==> src/rtl/vn_pkg.sv <==
package vn_pkg;

    localparam int IN_WIDTH_DEF      = 16;
    localparam int OUT_FRAC_BITS_DEF = 14;
    localparam int OUT_W             = 16;
    localparam int THR_W             = 16;
    localparam int CFG_IDX_W         = 1;
    localparam int LANES             = 4;

    localparam logic [CFG_IDX_W-1:0] REG_SMALL_THRESHOLD = 1'd0;
    localparam logic [CFG_IDX_W-1:0] REG_FOUR_COMPONENTS = 1'd1;

    localparam logic [THR_W-1:0] THRESHOLD_RESET = 16'd1;

endpackage

==> src/rtl/vn_sqrt_cell.sv <==
module vn_sqrt_cell #(
    parameter int W = 16
) (
    input  logic                         clk,
    input  logic                         rst_n,
    input  logic                         en,
    input  logic                         valid_in,
    input  logic [2*(W+1)-1:0]           val_in,
    input  logic [W+2:0]                 rem_in,
    input  logic [W:0]                   root_in,
    input  logic [vn_pkg::LANES-1:0][W-1:0] abs_in,
    input  logic [vn_pkg::LANES-1:0]     neg_in,
    output logic                         valid_out,
    output logic [2*(W+1)-1:0]           val_out,
    output logic [W+2:0]                 rem_out,
    output logic [W:0]                   root_out,
    output logic [vn_pkg::LANES-1:0][W-1:0] abs_out,
    output logic [vn_pkg::LANES-1:0]     neg_out
);
    import vn_pkg::*;

    localparam int MW = W + 1;
    localparam int RW = 2 * MW;

    logic                      valid_reg;
    logic [RW-1:0]             val_reg, val_next;
    logic [MW+1:0]             rem_reg, rem_next;
    logic [MW-1:0]             root_reg, root_next;
    logic [LANES-1:0][W-1:0]   abs_reg;
    logic [LANES-1:0]          neg_reg;
    logic [MW+1:0]             rem_s;
    logic [MW+1:0]             trial;
    logic                      ge;

    // one root bit per cell
    always_comb
    begin
        rem_s     = {rem_in[MW-1:0], val_in[RW-1:RW-2]};
        trial     = {root_in, 2'b01};
        ge        = (rem_s >= trial);
        rem_next  = ge ? (rem_s - trial) : rem_s;
        root_next = {root_in[MW-2:0], ge};
        val_next  = {val_in[RW-3:0], 2'b00};
    end

    always_ff @(posedge clk or negedge rst_n)
    begin
        if (!rst_n)
        begin
            valid_reg <= 1'b0;
        end
        else if (en)
        begin
            valid_reg <= valid_in;
        end
    end

    always_ff @(posedge clk)
    begin
        if (en)
        begin
            val_reg  <= val_next;
            rem_reg  <= rem_next;
            root_reg <= root_next;
            abs_reg  <= abs_in;
            neg_reg  <= neg_in;
        end
    end

    assign valid_out = valid_reg;
    assign val_out   = val_reg;
    assign rem_out   = rem_reg;
    assign root_out  = root_reg;
    assign abs_out   = abs_reg;
    assign neg_out   = neg_reg;

endmodule

==> config.mk <==
export PLATFORM = sky130hd
export DESIGN_NAME = vn_sqrt_cell
export DESIGN_NICKNAME = d
export VERILOG_FILES = /design/src/rtl/vn_pkg.sv /design/src/rtl/vn_sqrt_cell.sv
export SDC_FILE = /design/constraint.sdc
export NUM_CORES = 1
export LEC_CHECK = 0
export BUFFER_PORTS_ARGS = -buffer_cell sky130_fd_sc_hd__buf_2
export CORE_MARGIN = 2
export CORE_UTILIZATION = 43
export CTS_BUF_LIST = sky130_fd_sc_hd__clkbuf_4 sky130_fd_sc_hd__clkbuf_8
export DETAILED_ROUTE_END_ITERATION = 6
export GPL_TIMING_DRIVEN = 0
export PLACE_DENSITY = 0.79
export SLEW_MARGIN = 20
export SYNTH_ARGS = -nofsm -noshare
export SYNTH_HDL_FRONTEND = slang
export SYNTH_SLANG_ARGS = --single-unit
==> constraint.sdc <==
create_clock -name clk -period 0.91 [get_ports clk]
set_clock_uncertainty 0.15 [all_clocks]
set_input_delay 0.182 -clock clk [delete_from_list [all_inputs] [get_ports clk]]
set_output_delay 0.182 -clock clk [all_outputs]
set_load 0.03 [all_outputs]
* Word-level counts from Yosys, hierarchy flattened
Cells that the tools add are included.
** Cells by class
- $add $sub $neg :: 1
- Multiply operators :: 0
- Div/mod/pow operators :: 0
- Order comparisons :: 1
- Equality and inequality tests :: 0
- Shift operators :: 0
- Mux-type cells :: 1
- Bitwise operators :: 0
- Reduce and logical (&&, ||, !) cells :: 0
** Operators with widths (count)
- $ge A19 B19 Y1 :: 1
- $mux W19 :: 1
- $sub A19 B19 Y19 :: 1
** Word-level totals
- Flip-flop bits (word level) :: 137
- Latch bits :: 0
- RAM bits :: 0
- ROM bits :: 0
- Bits of input ports :: 142
- Output and inout port bits :: 139
- Memories kept :: 0

* Depth between registers and ports, before layout
- Depth after elaboration :: 2
- Gate-level depth with buffers :: 11
- Depth with buffers taken out :: 8

* Worst setup path before layout
OpenSTA, ideal clock, no wires.
- Kind :: in2reg
- Start point :: input root_in[8]
- End point :: register rem_reg[12] (netlist: rem_out[12]) (data pin)
- Setup time :: 0.260 ns
- Arrival time :: 2.044 ns
- Setup slack :: -1.544 ns
- Stages on the path :: 11
- Cells stage by stage :: inv_1 ha_1 buf_6 and4_1 buf_4 nand4_2 o31ai_2 a221o_1 buf_6 buf_12 mux2_4
** On the way
- Cells in the longest elaborated chain, start to end :: 2
** Ends and longest elaborated chain
- start: declaration :: RTL line vn_sqrt_cell.sv:10 : input logic [W:0] root_in,
- $ge A19 B19 Y1 :: RTL line vn_sqrt_cell.sv:40 : ge = (rem_s >= trial);
- named net ge :: RTL line vn_sqrt_cell.sv:33 : logic ge;
- $mux W19 :: RTL line vn_sqrt_cell.sv:41 : rem_next = ge ? (rem_s - trial) : rem_s;
- named net rem_next[12] :: RTL line vn_sqrt_cell.sv:27 : logic [MW+1:0] rem_reg, rem_next;
- end signal: assignment :: RTL line vn_sqrt_cell.sv:63 : rem_reg <= rem_next;
- end: declaration :: RTL line vn_sqrt_cell.sv:27
The timed path passes the listed nets, and every way through them passes these cells.
A chain may end at the register's enable or synchronous reset.

* Worst setup path in the final report
- Start point :: input root_in[12]
- End point :: register rem_reg[0] (netlist: rem_out[0]) (data pin)
The elaborated chain is that of the path after synthesis.

==> results.yml <==
status:
  outcome: "complete, but fails checks"
  violations: "negative hold slack, negative setup slack"
floorplanning:
  start_util_pct: 44.4
  fp.dieW_um: 118
  fp-row-count: 41
  die_h_um: 118
  core_area_um2: 12700
  design.die.area_um2: 14000
  ios: 281
global_routing:
  grt_overflow: 0
  grt_pass1_wl_mm: 30.9
  grt.total_usage_pct: 29.8
  antenna_found_initial: 2
  grt_pass1_vias: 5031
  grt_start_max_net_pins: 55
cts:
  cts-root-buf: "clkbuf_8"
  h-tree-depth: 4
  cts_inserted_buffers: 17
  ctsHoldBuffers: 121
  clock_latency_ns: 0.44
  tritoncts: "built"
  clock-sinks: 137
  cts_max_path_buffers: 2
  clk_pin_slew_worst_paths_ns: 0.09
drt:
  remaining_drc_errors: 0
  vias_per_cell: 5.04
  ant_nets: 0
  first_iter_violations: 329
  vias: 4865
  drt-total-wl_mm: 21.3
  dr.pass1.iters: 4
  post_drt_wl_per_cell_um: 22.0
sta:
  period_needed_ns: 2.06
  rsz0062_at_grt: "yes"
  worstMarginPinSlew_ns: 0.514
  hold_ws_ns: -0.0991
  finalCritPeriodShare_pct: 227
  hold_viol_final: 24
  fmax_ghz: 0.485
  finalSetupViolCount: 158
  relSlewSlack_pct: 65.6
  finalMaxSlewViolations: 0
  setup_slack_ns: -1.15
power:
  total_power_mw: 17.7
  irDropWorstVdd_mv: 0.804
  seq_power_share_pct: 44.7
  pwr-share-clk_pct: 26.5
  switching_share_pct: 30.8
  p_leak_nw: 4.38
  p_int_mw: 12.3
  combPwrFrac_pct: 28.8
  switchingPower_mw: 5.44
  p_per_area_nw_per_um2: 1710
hold_path:
  hp-start: "rem_in[8]"
  min_path_type: "input port to flip-flop"
critical_path:
  critPathTopFamily: "buffers and inverters"
  r2r-start: "valid_out$_DFFE_PN0P_"
  crit_path_end_kind: "flip-flop"
  path_class: "input port to flip-flop"
  path_cells: "buf_2, inv_1, ha_4, buf_4, a41oi_2, o21ai_2, a221o_1, buf_6, buf_12, buf_8, buf_6, xnor2_2"
  arrival_ns: 2.11
  cp_max_fo: 10
  cp-start-kind: "input port"
  crit_buf_inv: 7
  required_ns: 0.95
  regToRegSetupSlack_ns: -0.17
  crit_top_cell: "buf_6"
  cp_slowest_cell: "a221o_1"
  critPathMaxStageDelay_ns: 0.34
  crit_start: "root_in[12]"
synthesis:
  yosysSeqAreaShare_pct: 73.1
  netlist_area_um2: 5620
  synth_seq_cells: 137
  yosys_warnings: 0
  avgSynthCellArea_um2: 16.9
  synthTopCellsByArea: "edfxtp_1 (73%), ha_1 (4.2%), mux2_2 (2.0%)"
  ys_types: 54
  ys_async_sr_fraction_pct: 0.730
  ys.flop_type: "edfxtp_1"
  synth_top_area_share_pct: 72.7
  synth_edf_count: 136
  syn_inst: 332
  yosysTopAreaCell: "edfxtp_1"
layout:
  area_growth_pct: 84.8
  final_nets: 941
  final_cells: 966
  drive_gt1_share_pct: 52.7
  regArea_um2: 4110
  fillerInstances: 616
  multiInputGateArea_um2: 1610
placed_design:
  gp_congestion: 0.850
  place_ws_ns: -1.86
  placedCellCount: 782
  dpl.hpwl_mm: 11.0
  numPortBuffers: 276
run:
  drv_cap: 0
[per-layer routing]
metal / vias to the layer above / track usage [%] / part of all wire, %
met5: - / 0 / 0
met3: 51 / 7.48 / 7.0
li1: 2173 / - / -
met2: 264 / 55.3 / 54
met4: 0 / 10.7 / 2.7
met1: 2377 / 32.8 / 36
[kinds of logic (layout without fill, tap and decap cells)]
family | after synthesis | after routing | share of synthesized area [%]
AO/OA/AOI/OAI | 65 | 65 | 8.84
XOR/XNOR | 13 | 13 | 2.03
adder cells (fa/ha/maj) | 19 | 19 | 4.23
buffers and inverters | 35 | 494 | 3.52
flip-flops | 137 | 137 | 73.1
multiplexers | 20 | 20 | 4.23
other | 1 | 4 | 0.0667
AND/OR/NAND/NOR | 42 | 42 | 3.98
[power by group through the flow]
stage / Clock, mW / Sequential, mW / Combinational (mW)
finish: 4.69 / 7.92 / 5.09
global route: 4.99 / 7.96 / 5.29
CTS: 4.57 / 7.85 / 4.80
detailed placement: 0 / 7.85 / 3.39
global placement: 0 / 7.85 / 3.30
floorplan: 0 / 9.02 / 1.01
[through the flow]
| step | setup TNS (ns) | util [%] | area (um2) |
|---|---|---|---|
| after floorplan | -27.47 | - | 5720 |
| after global placement | -293.40 | 57.7 | 7310 |
| after detailed placement | -99.07 | 58.0 | 7350 |
| after CTS | -80.03 | 80.3 | 10200 |
| after global routing | -85.82 | 81.9 | 10400 |
| final | -79.35 | 81.9 | 10400 |
[synthesized netlist by cell type, types with 6 or more instances]
| master | count |
|---|---|
| ha_1 | 19 |
| a21oi_1 | 11 |
| edfxtp_1 | 136 |
| o21ai_0 | 8 |
| inv_1 | 23 |
| nand2_1 | 11 |
| nor2_1 | 10 |
| xnor2_1 | 10 |
| o21a_1 | 6 |
| mux2_2 | 10 |
[flip-flops by register name, summed over array words and instances (netlist names)]
name	count
val_out	32
rem_out	19
root_out	17
valid_out	1
neg_out	4
abs_out	64
[cell usage in the layout, fill, tap and decap left out, types with 4 or more instances in the layout]
cell type and count:
o21a_1 6, edfxtp_1 136, mux2_4 12, a21oi_4 5
o21ai_2 4, ha_4 13, buf_6 157, mux2i_1 5
o21ai_0 7, a21oi_1 7, a21o_1 5, nor2_1 10
clkbuf_8 17, xnor2_1 9, o211ai_1 5, inv_4 4
buf_2 126, dlygate4sd3_1 121, clkinvlp_4 6, inv_1 14
ha_1 4, nand2_1 10, inv_2 4, buf_4 29
[worst paths after layout]
check / depth (start not counted) / end
min: 2 / rem_out[10]$_DFFE_PP_
max: 12 / rem_out[0]$_DFFE_PP_
max reg2reg: 2 / valid_out$_DFFE_PN0P_
min in group asynchronous: 3 / valid_out$_DFFE_PN0P_
max in group asynchronous: 3 / valid_out$_DFFE_PN0P_
min reg2reg: 2 / valid_out$_DFFE_PN0P_
[timing repair]
action / in CTS / in global routing
resized for setup: 321 / 42
endpoints found under the hold margin: 187 / 62
pin swaps: 25 / 22
endpoints found under the setup margin: 242 / 200
gates cloned: 1 / 0
setup buffers: 24 / 11
[layout make-up]
type | instances | share of cell area, %
clock buffers | 17 | 2.25
diodes | 2 | 0.0482
flip-flops and latches | 137 | 39.6
well taps | 172 | 2.07
multi-input cells | 161 | 15.5
repair buffers | 433 | 37.6
inverters | 23 | 1.05
clock inverters | 14 | 1.20
plain buffers | 7 | 0.675
[worst reg2reg max path: cells and delay by family (launching register included)]
family                 cells  cell delay, ns
buffers and inverters      1            0.12
muxes                      1            0.27
DFF                        1            0.42
(Power assumes the default switching activity.)
