## src/rtl/vn_pkg.sv

```systemverilog
package vn_pkg;

    localparam int IN_WIDTH_DEF      = 16;
    localparam int OUT_FRAC_BITS_DEF = 14;
    localparam int OUT_W             = 16;
    localparam int THR_W             = 16;
    localparam int CFG_IDX_W         = 1;
    localparam int LANES             = 4;

    localparam logic [CFG_IDX_W-1:0] REG_SMALL_THRESHOLD = 1'd0;
    localparam logic [CFG_IDX_W-1:0] REG_FOUR_COMPONENTS = 1'd1;

    localparam logic [THR_W-1:0] THRESHOLD_RESET = 16'd1;

endpackage

```

## src/rtl/vn_div_cell.sv

```systemverilog
module vn_div_cell #(
    parameter int W  = 16,
    parameter int QW = 15
) (
    input  logic                            clk,
    input  logic                            rst_n,
    input  logic                            en,
    input  logic                            valid_in,
    input  logic                            small_in,
    input  logic [W:0]                      magn_in,
    input  logic [vn_pkg::LANES-1:0][W+1:0] rem_in,
    input  logic [vn_pkg::LANES-1:0][QW-1:0] q_in,
    input  logic [vn_pkg::LANES-1:0]        neg_in,
    output logic                            valid_out,
    output logic                            small_out,
    output logic [W:0]                      magn_out,
    output logic [vn_pkg::LANES-1:0][W+1:0] rem_out,
    output logic [vn_pkg::LANES-1:0][QW-1:0] q_out,
    output logic [vn_pkg::LANES-1:0]        neg_out
);
    import vn_pkg::*;

    localparam int MW = W + 1;

    logic                      valid_reg;
    logic                      small_reg;
    logic [MW-1:0]             magn_reg;
    logic [LANES-1:0][MW:0]    rem_reg, rem_next;
    logic [LANES-1:0][QW-1:0]  q_reg, q_next;
    logic [LANES-1:0]          neg_reg;
    logic [MW:0]               diff;
    logic                      ge;

    // one quotient bit per cell in every lane
    always_comb
    begin
        for (int i = 0; i < LANES; i++)
        begin
            ge          = (rem_in[i] >= {1'b0, magn_in});
            diff        = ge ? (rem_in[i] - {1'b0, magn_in}) : rem_in[i];
            rem_next[i] = {diff[MW-1:0], 1'b0};
            q_next[i]   = {q_in[i][QW-2:0], ge};
        end
    end

    always_ff @(posedge clk or negedge rst_n)
    begin
        if (!rst_n)
        begin
            valid_reg <= 1'b0;
        end
        else if (en)
        begin
            valid_reg <= valid_in;
        end
    end

    always_ff @(posedge clk)
    begin
        if (en)
        begin
            small_reg <= small_in;
            magn_reg  <= magn_in;
            rem_reg   <= rem_next;
            q_reg     <= q_next;
            neg_reg   <= neg_in;
        end
    end

    assign valid_out = valid_reg;
    assign small_out = small_reg;
    assign magn_out  = magn_reg;
    assign rem_out   = rem_reg;
    assign q_out     = q_reg;
    assign neg_out   = neg_reg;

endmodule
```

## config.mk

```make
export PLATFORM = sky130hd
export DESIGN_NAME = vn_div_cell
export DESIGN_NICKNAME = d
export VERILOG_FILES = /design/src/rtl/vn_pkg.sv /design/src/rtl/vn_div_cell.sv
export SDC_FILE = /design/constraint.sdc
export NUM_CORES = 1
export LEC_CHECK = 0
export ABC_CLOCK_PERIOD_IN_PS = 800
export BUFFER_PORTS_ARGS = -buffer_cell sky130_fd_sc_hd__buf_2
export CORE_MARGIN = 5
export CORE_UTILIZATION = 25
export CTS_CLUSTER_DIAMETER = 30
export DETAILED_ROUTE_END_ITERATION = 8
export PLACE_DENSITY = 0.45
export REMOVE_ABC_BUFFERS = 1
export SKIP_CTS_REPAIR_TIMING = 1
export SLEW_MARGIN = 0
export SYNTH_ARGS = -nofsm -noshare
export SYNTH_HDL_FRONTEND = slang
export SYNTH_SLANG_ARGS = --single-unit
```

## constraint.sdc

```tcl
create_clock -name clk -period 0.8 [get_ports clk]
set_input_delay 0 -clock clk [delete_from_list [all_inputs] [get_ports clk]]
set_output_delay 0 -clock clk [all_outputs]
set_load 0.01 [all_outputs]
```

# ---- Yosys cells after proc, flatten, opt, wreduce, memory -nomap -nowiden
# Cells that the tools add are included.
dict set report word_totals {
  ram_bits 0
  latch_bits 0
  out_inout_bits 155
  elab_cells 24
  register_bits 151
  in_bits 158
  mem_bits_ro 0
  mem_count 0
}
dict set report op_classes {
  bitwise 0
  order_cmp 4
  n_eq_ne 0
  reduce_logical 0
  mul 0
  n_shift 0
  addsub 4
  n_div 0
  n_mux 4
}
# operator n
set ops {}
lappend ops {{$ge 18x17->1} 4}
lappend ops {{$mux 17} 4}
lappend ops {{$sub 17x17->17} 4}

# ---- Logic depth before layout (Yosys ltp)
dict set report logic_depth {
  word_depth 2
  depth_mapped 12
  ltp_nobuf 11
}

# ---- Least setup slack after synthesis
# No wires, ideal clock.
dict set report synth_path {
  path_type {input-to-reg}
  start {in magn_in[1]}
  end {reg rem_reg, in the netlist rem_out[63], data pin}
  required_ps 540
  setup_time_ps 260
  cell_stages 10
  t_arrival_ps 2222
  slack_ps -1682
  n_path_buf 1
  path_cell_list {inv_1 -> fa_1 -> a21o_1 -> nand2_1 -> a31oi_1 -> a31oi_1 -> nor2_1 -> a211oi_4 -> buf_6 -> mux2_2}
}
dict set report synth_via {
  elab_chain_cells 2
  elab_cells_between_ends 3
  classes_between {add/sub (1); order compare (1); mux (1)}
}
# item line_no
set synth_lines {}
lappend synth_lines {{start: declaration} vn_div_cell.sv:10} ;# input logic [W:0] magn_in,
lappend synth_lines {{$sub 17x17->17 or $ge 18x17->1 (tied branches)} {vn_div_cell.sv:40, vn_div_cell.sv:39}}
lappend synth_lines {{$mux 17 *} vn_div_cell.sv:40} ;# diff = ge ? (rem_in[i] - {1'b0, magn_in}) : rem_in[i];
lappend synth_lines {{net diff[8]} vn_div_cell.sv:31} ;# logic [MW:0] diff;
lappend synth_lines {{end signal: assignment} vn_div_cell.sv:64} ;# rem_reg <= rem_next;
lappend synth_lines {{end: declaration} vn_div_cell.sv:28} ;# logic [LANES-1:0][MW:0] rem_reg, rem_next;
# Mark *: on every way through the listed nets, which the timed path passes. The rest lies on a longest branch.
# A chain may end at the register's enable or synchronous reset.

# ---- Final worst setup path
dict set report layout_path {
  start {in magn_in[1]}
  end {reg rem_reg, in the netlist rem_out[67], data pin}
}
# The elaborated chain is that of the path after synthesis.

==> key figures <==
Status
  – Run status: finished with violations
  – Violated checks: negative hold slack, negative setup slack

Placement
  – Post-placement cell count: 1674
  – Number of buffers added on ports: 304
  – Final Wtd Congestion: 0.819
  – HPWL after detailed placement: 24.3 mm

Yosys
  – Area share of the largest cell type after synthesis: 52.3%
  – Library cell with the largest summed area after synthesis: edfxtp_1
  – Number of warnings printed during yosys synthesis: 0
  – Most used standard cell by instance count after synthesis: edfxtp_1
  – Top cells by area, synth: edfxtp_1, ha_1, mux2_2, xnor2_1, a21oi_1
  – Prevailing post-synth register cell: edfxtp_1
  – Count of different cell masters after synthesis: 63
  – Mean instance size in the synthesized netlist: 12.5 µm²
  – Number of flip-flops and latches in the synthesized netlist: 151
  – Sequential fraction of the synthesis area: 52.6%
  – Area of the mapped netlist: 8610 µm²
  – Share of flip-flops with an asynchronous set or reset: 0.662%
  – Post-synth EDFFs: 150
  – Gate count after technology mapping: 689
  – List of most frequent post-synthesis cells: edfxtp_1, ha_1, a21oi_1

Cells and area
  – Net count of the finished layout: 1638
  – Combined area of the multi-input logic cells: 4480 µm²
  – Area taken by flip-flops and latches: 4530 µm²
  – Total inserted antenna cells: 0
  – Number of fill cells: 3232
  – Non-filler cells, final: 1876
  – Layout cell share with drive strength beyond 1: 52.4%
  – Signed area change from the synthesized netlist to the final layout: 81.3%

Power
  – Static Leakage: 6.94 nW
  – Areal power density over the cells: 1750 nW/µm²
  – Overall power: 27.3 mW
  – Maximum vdd drop: 0.00145 V

Floorplanning
  – Rows: 68
  – Total core area: 34300 µm²
  – Die span in x: 196 µm
  – Effective utilization at floorplan: 25.1%
  – # IOs: 313
  – Die area: 38300 µm²
  – Overall die height: 196 µm

Timing
  – Period Utilization, post-route: 271%
  – Hold violation total from the final report: 1
  – Final setup violation count: 341
  – RSZ-0062 raised after global routing: yes
  – Least setup slack across all paths after layout: -1.37 ns
  – Total count of max-transition violations in the final report: 0
  – Setup TNS: -142.41 ns
  – Shortest clock period the worst path allows after layout: 2.17 ns
  – Tightest hold margin: -0.000326 ns
  – Max Clock Skew: 0 ns
  – Fmax: 0.461 GHz

Global route
  – Maximum number of pins on one net before global-route repair: 22
  – Wire length of the first global-routing pass: 43.4 mm
  – Total routing usage reported by global routing: 14.8%
  – Gr ovfl total: 0
  – Antenna violations before repair: 1
  – Number of global-route vias before repair: 7401

Route
  – Final routed DRC violation total: 0
  – Final ANT Viol Nets: 0
  – DR WL/cell: 17.0 µm
  – Wire length reported by the detailed router: 32.0 mm
  – Ratio of routed vias to standard cells: 4.36
  – Violation count after the first detailed-route iteration: 252
  – Count of vias placed by the detailed router: 8176
  – Count of TritonRoute iterations in the first routing pass: 4

Setup path
  – Endpoint type of the worst setup path: flop
  – Critical path, cell by cell: buf_8 -> clkinvlp_4 -> buf_6 -> fa_2 -> a21o_1 -> nand2_2 -> a31oi_4 -> a31oi_2 -> nor2_2 -> a211oi_4 -> buf_4 -> clkbuf_16 -> mux2_2
  – Kind of start point of the critical path: input pin
  – Critical path type: in2reg
  – Maximum fanout encountered on the critical timing path: 8
  – Cell type of the slowest stage on the worst timing path: fa_2
  – Required time worst endpoint: 0.99 ns
  – Arrival time of data at the critical path endpoint: 2.36 ns
  – Max incr delay on CP: 0.39 ns

CTS
  – H-Tree Level Count: 4
  – TritonCTS Buffers: 17
  – Post-CTS clock slew at the launch and capture registers of the worst setup and hold paths: 0.07 ns
  – TritonCTS sink count: 151
  – Clock Path Buffers: 2
  – TritonCTS clock tree: yes
  – Later-pin clock latency in the skew report: 0.43 ns
  – Buffer cell driving the clock tree root: clkbuf_16

Run
  – Number of violations of the max-capacitance limit: 0

Worst hold path
  – Worst Hold Class: in2reg
layer usage:
metal  vias to the layer above  track usage [%]  routed length, µm
met2                       239             23.6              14800
met5                         -                0                  7
met1                      3861             20.0              14900
met4                         2             4.11                375
met3                        18             3.80               1780
li1                       4056                -                  -
registers in the layout, summed over array words and instances, names as in the netlist:
signal,flops
rem_out,68
q_out,60
magn_out,17
neg_out,4
small_out,1
valid_out,1
cell usage in the layout, fill, tap and decap left out, drive strengths merged, types with 5 or more instances in the layout:
cell type	count
a211oi	10
a21o	23
a21oi	56
a31oi	9
and2	5
buf	561
clkbuf	21
clkinv	5
clkinvlp	9
dlygate4sd3	144
edfxtp	150
ha	68
inv	35
mux2	48
mux2i	6
nand2	34
nand2b	7
nand3	9
nand4	10
nor2	38
nor3	6
o21a	11
o21ai	34
o21bai	6
o31ai	7
xnor2	31
xor2	23
per-stage QoR:
step | hold slack, ns | cell area (µm²) | utilization, % | worst slack (ns)
5_1_grt | -0.0155 | 15600 | 45.6 | -1.41
2_1_floorplan | -0.296 | 8540 | - | -2.08
3_5_place_dp | -0.224 | 12500 | 36.5 | -2.15
4_1_cts | -0.717 | 13100 | 38.2 | -1.62
3_3_place_gp | -0.225 | 12500 | 36.5 | -2.10
6_report | -0.000326 | 15600 | 45.6 | -1.37
worst max-delay path, delay by kind of cell:
family,cells,cell delay [ns]
buffers and inverters,5,0.71
and+or+nand+nor,2,0.19
muxes,1,0.33
AOI/OAI and AO/OA,4,0.73
adders and majority gates,1,0.39
final timing paths:
check | start | end | slack (ns) | cells after the start
setup / recovery | magn_in[1] | rem_out[67] | -1.37 | 13
hold / removal | rem_in[9] | rem_out[10] | -0.0003 | 3
setup reg to reg | valid_out | valid_out | 0.05 | 1
hold reg to reg | valid_out | valid_out | 0.52 | 1
max in group asynchronous | rst_n | valid_out | 0.30 | 3
min in group asynchronous | rst_n | valid_out | 0.40 | 3
kinds of logic (layout without fill, tap and decap cells):
| kind of cell | count (synthesis) | in the layout | share of synthesized area [%] |
|---|---|---|---|
| multiplexers | 54 | 54 | 6.97 |
| adder cells (fa/ha/maj) | 72 | 72 | 10.8 |
| XOR/XNOR | 54 | 54 | 5.49 |
| flip-flops | 151 | 151 | 52.6 |
| buffers and inverters | 48 | 777 | 2.57 |
| AO/OA/AOI/OAI | 178 | 178 | 14.1 |
| other | 1 | 4 | 0.0435 |
| AND/OR/NAND/NOR | 131 | 131 | 7.41 |
where the power goes:
group	internal [mW]	switching, mW
combinational	4.94	4.10
clock	4.60	3.50
sequential	9.87	0.265
total	19.4	7.86
final cells by class:
| cell class | count | area share (%) |
|---|---|---|
| timing repair buffer | 709 | 34.0 |
| sequential | 151 | 29.0 |
| multi-input combinational | 493 | 28.7 |
| tap | 455 | 3.64 |
| clock buffer | 17 | 2.72 |
| inverter | 36 | 1.04 |
| clock inverter | 15 | 0.953 |
No activity file was read; power rests on OpenSTA's default activity.
